$ cat src/hdl/pps_pkg.sv
// Shared types, constants and the velocity decay table for the particle pool.
// No dependencies; used by pps_ctrl, pps_datapath and particle_pool_step.
package pps_pkg;

    localparam logic [23:0] DENSITY_FULL = 24'hFFFFFF;
    localparam logic [31:0] SEED_RESET   = 32'd2463534242;
    localparam logic [95:0] DECAY_RATIO  = 96'd4162825045;
    localparam int          DECAY_MAX    = 1024;
    localparam int          DECAY_IDX_W  = $clog2(DECAY_MAX);

    localparam logic [1:0] KIND_REPORT = 2'd0;
    localparam logic [1:0] KIND_STORED = 2'd1;
    localparam logic [1:0] KIND_THIN   = 2'd2;
    localparam logic [1:0] KIND_FULL   = 2'd3;

    localparam logic CFG_DENSITY = 1'b0;
    localparam logic CFG_SEED    = 1'b1;

    typedef struct packed {
        logic signed [31:0] pos_x;
        logic signed [31:0] pos_y;
        logic signed [31:0] pos_z;
        logic signed [31:0] vel_x;
        logic signed [31:0] vel_y;
        logic signed [31:0] vel_z;
        logic        [30:0] life;
        logic        [30:0] life_total;
        logic signed [31:0] gravity;
        logic        [30:0] drag;
        logic               glow;
    } entry_t;

    typedef struct packed {
        logic        [1:0]  kind;
        logic        [5:0]  slot;
        logic signed [31:0] pos_x;
        logic signed [31:0] pos_y;
        logic signed [31:0] pos_z;
        logic signed [31:0] vel_x;
        logic signed [31:0] vel_y;
        logic signed [31:0] vel_z;
        logic        [30:0] life_left;
        logic        [30:0] life_total;
        logic               glow;
    } result_t;

    typedef struct packed {
        logic load;
        logic tick_init;
        logic emit;
        logic rd;
        logic s1;
        logic s2;
        logic s3;
        logic s4;
        logic s5;
        logic kill;
        logic flush;
    } cmd_t;

    typedef struct packed {
        logic done;
        logic dead;
    } status_t;

    typedef logic [16:0] decay_tab_t [DECAY_MAX];

    // exp(-j/32) in Q1.16, built in a Q1.32 accumulator
    function automatic decay_tab_t build_decay();
        logic [95:0] acc;
        decay_tab_t  tab;
        acc = 96'd1 << 32;
        for (int j = 0; j < DECAY_MAX; j++) begin
            tab[j] = 17'((acc + 96'd32768) >> 16);
            acc    = (acc * DECAY_RATIO + (96'd1 << 31)) >> 32;
        end
        return tab;
    endfunction

    localparam decay_tab_t DECAY_TAB = build_decay();

    function automatic logic signed [31:0] sat32(input logic signed [33:0] v);
        logic signed [31:0] r;
        if (v > 34'sd2147483647)
            r = 32'sh7FFFFFFF;
        else if (v < -34'sd2147483648)
            r = 32'sh80000000;
        else
            r = v[31:0];
        return r;
    endfunction

    function automatic logic [31:0] xorshift(input logic [31:0] s);
        logic [31:0] r;
        r = s;
        r = r ^ (r << 13);
        r = r ^ (r >> 17);
        r = r ^ (r << 5);
        return r;
    endfunction

endpackage

$ cat src/hdl/pps_ctrl.sv
// Sequencer for the particle pool: emit in one step, tick walks each surviving slot in six steps.
// Depends on pps_pkg (cmd_t, status_t).
module pps_ctrl (
    input  logic             clk,
    input  logic             rst_n,
    input  logic             start,
    input  logic             mode,
    input  pps_pkg::status_t status,
    output pps_pkg::cmd_t    cmd,
    output logic             busy
);

    localparam logic [2:0] ST_IDLE = 3'd0;
    localparam logic [2:0] ST_EMIT = 3'd1;
    localparam logic [2:0] ST_CHK  = 3'd2;
    localparam logic [2:0] ST_S1   = 3'd3;
    localparam logic [2:0] ST_S2   = 3'd4;
    localparam logic [2:0] ST_S3   = 3'd5;
    localparam logic [2:0] ST_S4   = 3'd6;
    localparam logic [2:0] ST_S5   = 3'd7;

    logic [2:0] state_reg;
    logic [2:0] state_next;

    always_comb
    begin
        cmd        = '0;
        state_next = state_reg;
        unique case (state_reg)
            ST_IDLE:
            begin
                if (start)
                begin
                    cmd.load = 1'b1;
                    if (mode)
                    begin
                        cmd.tick_init = 1'b1;
                        state_next    = ST_CHK;
                    end
                    else
                    begin
                        state_next = ST_EMIT;
                    end
                end
            end
            ST_EMIT:
            begin
                cmd.emit   = 1'b1;
                state_next = ST_IDLE;
            end
            ST_CHK:
            begin
                if (status.done)
                begin
                    cmd.flush  = 1'b1;
                    state_next = ST_IDLE;
                end
                else
                begin
                    cmd.rd     = 1'b1;
                    state_next = ST_S1;
                end
            end
            ST_S1:
            begin
                cmd.s1     = 1'b1;
                state_next = ST_S2;
            end
            ST_S2:
            begin
                // drop a dead slot and pull the last entry into it
                if (status.dead)
                begin
                    cmd.kill   = 1'b1;
                    state_next = ST_CHK;
                end
                else
                begin
                    cmd.s2     = 1'b1;
                    state_next = ST_S3;
                end
            end
            ST_S3:
            begin
                cmd.s3     = 1'b1;
                state_next = ST_S4;
            end
            ST_S4:
            begin
                cmd.s4     = 1'b1;
                state_next = ST_S5;
            end
            ST_S5:
            begin
                cmd.s5     = 1'b1;
                state_next = ST_CHK;
            end
            default:
            begin
                state_next = ST_IDLE;
            end
        endcase
    end

    always_ff @(posedge clk or negedge rst_n)
    begin
        if (!rst_n)
            state_reg <= ST_IDLE;
        else
            state_reg <= state_next;
    end

    assign busy = (state_reg != ST_IDLE);

endmodule

$ cat config.mk
export PLATFORM = sky130hd
export DESIGN_NAME = pps_ctrl
export DESIGN_NICKNAME = d
export VERILOG_FILES = /design/src/hdl/pps_pkg.sv /design/src/hdl/pps_ctrl.sv
export SDC_FILE = /design/constraint.sdc
export NUM_CORES = 1
export LEC_CHECK = 0
export BUFFER_PORTS_ARGS = -buffer_cell sky130_fd_sc_hd__buf_4
export CAP_MARGIN = 15
export CORE_AREA = 2 2 39 41
export CTS_BUF_LIST = sky130_fd_sc_hd__clkbuf_8
export DETAILED_ROUTE_END_ITERATION = 10
export DIE_AREA = 0 0 41 43
export SYNTH_ARGS = -nofsm -noshare
export SYNTH_HDL_FRONTEND = slang
export SYNTH_SLANG_ARGS = --single-unit
export TNS_END_PERCENT = 30
$ cat constraint.sdc
create_clock -name clk -period 2.74 [get_ports clk]
set_clock_uncertainty 0.15 [all_clocks]
set_input_delay 0.137 -clock clk [delete_from_list [all_inputs] [get_ports clk]]
set_output_delay 0.137 -clock clk [all_outputs]
set_load 0.05 [all_outputs]
* Yosys cells after proc, flatten, opt, wreduce, memory -nomap -nowiden
Index checks and enable logic that the tools add are counted.
** Word-level totals
- Bits in registers :: 3
- Input port bits :: 6
- Output and inout port bits :: 12
- Word-level logic and storage cells :: 32
** Cells by class
- Equality and inequality tests :: 8
- Muxes and demuxes :: 21
- Reductions and logical operators :: 2
** Operators with widths (number)
- $pmux 3 s8 :: 1
- $mux 1 :: 14
- $eq 3x3->1 const B :: 4
- $mux 2 :: 4
- $eq 3x2->1 const B :: 2
- $mux 3 :: 2
- $eq 3x1->1 const B :: 1
- $logic_not 3->1 :: 1
- $reduce_bool 3->1 :: 1
- $ne 2x2->1 const B :: 1

* Longest topological paths before layout
- Depth after elaboration :: 3
- Depth in mapped cells :: 4
- Mapped depth without buffers :: 3

* Least setup slack after synthesis
Ideal clock, no wire load.
- Path kind :: register to output
- Start :: register state_reg[1]
- End :: output cmd[8] in the netlist's numbering
- Arrival :: 1.703 ns
- Data required time :: 2.453 ns
- Setup slack :: 0.750 ns
- Cell stages (with the launch flop) :: 3
- Buffers on the path :: 1
- Path through :: dfrtp_1 -> buf_6 -> nor3b_1
** RTL lines
- start: declaration :: RTL line pps_ctrl.sv:22 : logic [2:0] state_reg;
- start signal: assignment :: RTL line pps_ctrl.sv:110 : state_reg <= state_next;
- end: declaration :: RTL line pps_ctrl.sv:9 : output pps_pkg::cmd_t cmd,

==> results.sh <==
export IMPL_postSynthCellCount=34
export IMPL_final_setup_tns_ns=0
export IMPL_place_area_sq_um=420
export IMPL_crit_path_top_delay_cell="dfrtp_1"
export IMPL_grt_pass1_vias=300
export IMPL_worst_slack_ns=1.05
export IMPL_total_power_mw=0.689
export IMPL_die_x_um=41
export IMPL_routed_wl_um=697
export IMPL_period_needed_ns=1.69
export IMPL_clk_pin_slew_ns=0.03
export IMPL_cts_tree="done"
export IMPL_antenna_found_initial=0
export IMPL_crit_required_ns=2.45
export IMPL_die_area_sq_um=1760
export IMPL_h_tree_depth=1
export IMPL_cts_buffers_inserted=3
export IMPL_pin_count=18
export IMPL_synth_top_cells_by_area="dfrtp_1 (25%), buf_6 (7.4%), nor3_2 (6.6%)"
export IMPL_fmax_mhz=591
export IMPL_viasPerCell=4.37
export IMPL_max_vdd_ir_drop_mv=0.571
export IMPL_synth_edf_count=0
export IMPL_grt_overflow=0
export IMPL_fin_area_sq_um=485
export IMPL_syn_num_nets=40
export IMPL_via_count=306
export IMPL_largest_reg_flops=3
export IMPL_rsz0062_at_grt="no"
export IMPL_ant_nets=0
export IMPL_yosys_top_cells_count="dfrtp_1 (3), nand2_1 (3), nor2_1 (3)"
export IMPL_drc=0
export IMPL_grt_max_degree=15
export IMPL_synth_warnings=0
export IMPL_finalCoreUtilization=0.351
export IMPL_cp_slowest_stage_delay_ns=0.58
export IMPL_die_h_um=43
export IMPL_cts_root_buf="clkbuf_8"
export IMPL_drtPass1Iterations=2
export IMPL_synthDistinctLibCells=21
export IMPL_hold_viol_final=0
export IMPL_yosysSeqAreaShare=0.248
export IMPL_clock_sinks=3
export IMPL_gp_congestion=0.773
export IMPL_drv_slew=0
export IMPL_hpwl_um=489
export IMPL_clockBufferDepth=2
export IMPL_synthArstFlopShare=1.00
export IMPL_path_max_fanout=14
export IMPL_crit_type="flop to output pin"
export IMPL_cts_setup_buffers=0
export IMPL_yosysTopAreaCell="dfrtp_1"
export IMPL_grt_pass1_wl_um=1170
export IMPL_syn_area_sq_um=303
export IMPL_pwr_density_cell_nw_per_um2=1420
export IMPL_path_buf_inv=1
export IMPL_drive_gt1_frac=0.537
export IMPL_timing_critical_path_cells="nor2b_1, and2_4, buf_4"
export IMPL_ys_ff_latch=3
export IMPL_fin_nets=61
export IMPL_cp_start_kind="flop"
export IMPL_n_antenna_cell=0
export IMPL_gr_usage_all_layers=0.106
export IMPL_fillers=152
export IMPL_status="finished clean"
export IMPL_avgSynthCellArea_sq_um=8.91
export IMPL_port_buffers=17
export IMPL_finalSetupViolCount=0
export IMPL_max_cap_viol_count=0
export IMPL_routedWlPerCell_um=9.96
export IMPL_clkLatencyLatePin_ns=0.22
export IMPL_slew_headroom=0.730
export IMPL_area_growth_pct=60.3
export IMPL_worst_ep_arrival_time_ns=1.41
export IMPL_ys_flop_type="dfrtp_1"
export IMPL_fin_crit_sh=0.618
export IMPL_endpoint_kind="output pin"
export IMPL_cp_top_family="flip-flops"
export IMPL_initial_core_util=0.219
export IMPL_yosys_area_top_type_share=0.248
export IMPL_min_path_type="input port to flop"
export IMPL_rows=14
export IMPL_leakagePower_nw=0.249
export IMPL_tightestPinTransition_ns=0.405
export IMPL_drt_iter0_drc=2
export IMPL_pre_cts_ws_ns=1.28
export IMPL_core_sq_um=1380
-- through the flow --
stage	instances	hold WS, ns
2_1_floorplan	34	-0.309
3_3_place_gp	64	-0.223
3_5_place_dp	64	-0.222
4_1_cts	70	0.0585
5_1_grt	70	0.0709
6_report	70	0.0581
-- worst register-to-register path, delay by kind of cell (launching register included) --
kind               cells  cell delay [ns]
DFF                    1             0.58
and+or+nand+nor        2             0.42
AOI/OAI and AO/OA      1             0.03
-- cell families after synthesis --
logic type,Yosys count,share of synthesized area
and+or+nand+nor,21,0.504
AOI/OAI and AO/OA,5,0.124
DFF,3,0.248
buffers and inverters,5,0.124
-- power by group --
group / leakage [nW] / switching [mW] / internal [mW] / total (mW)
sequential: 0.0381 / 0.0735 / 0.0658 / 0.139
clock: 0.0269 / 0.0331 / 0.0957 / 0.129
combinational: 0.184 / 0.266 / 0.155 / 0.421
total: 0.249 / 0.373 / 0.317 / 0.689
-- final cells by class --
cell class / instances / area (sq um) / area share
clock buffer: 3 / 41.3 / 0.0851
inverter: 2 / 7.51 / 0.0155
sequential: 3 / 75.1 / 0.155
clock inverter: 1 / 3.75 / 0.00773
multi-input combinational: 26 / 190 / 0.392
timing repair buffer: 19 / 148 / 0.304
tap: 16 / 20.0 / 0.0412
-- cell usage in the layout, fill, tap and decap left out, types with 2 or more instances in the layout --
cell           synthesis  layout
nand2_1                3       3
and3b_1                2       2
clkbuf_8               0       3
and3_1                 2       2
nand2b_1               2       2
nor3_2                 2       2
buf_4                  1      17
nor2_1                 3       3
inv_1                  2       3
dfrtp_1                3       3
dlygate4sd3_1          0       2
a21oi_1                2       2
-- timing repair --
item / in CTS / in global routing
hold endpoints to repair: 4 / 0
hold buffers: 2 / 0
gates resized for setup: 0 / 0
-- worst paths after layout --
check / start / end / slack (ns) / cells after the start
max: state_reg[2] / cmd[5] / 1.05 / 3
min: start / state_reg[1] / 0.06 / 3
max reg2reg: state_reg[2] / state_reg[1] / 1.44 / 3
min reg2reg: state_reg[0] / state_reg[0] / 0.59 / 1
max in group asynchronous: rst_n / state_reg[1] / 2.25 / 2
min in group asynchronous: rst_n / state_reg[2] / 0.10 / 2
-- routing by layer --
| metal | part of all wire | vias up | track usage |
|---|---|---|---|
| met3 | 0.040 | 2 | 0.0471 |
| met5 | 0 | - | 0 |
| met4 | 0.022 | 0 | 0.100 |
| li1 | - | 156 | - |
| met1 | 0.40 | 140 | 0.120 |
| met2 | 0.53 | 8 | 0.138 |
No activity file was read; power rests on OpenSTA's default activity.
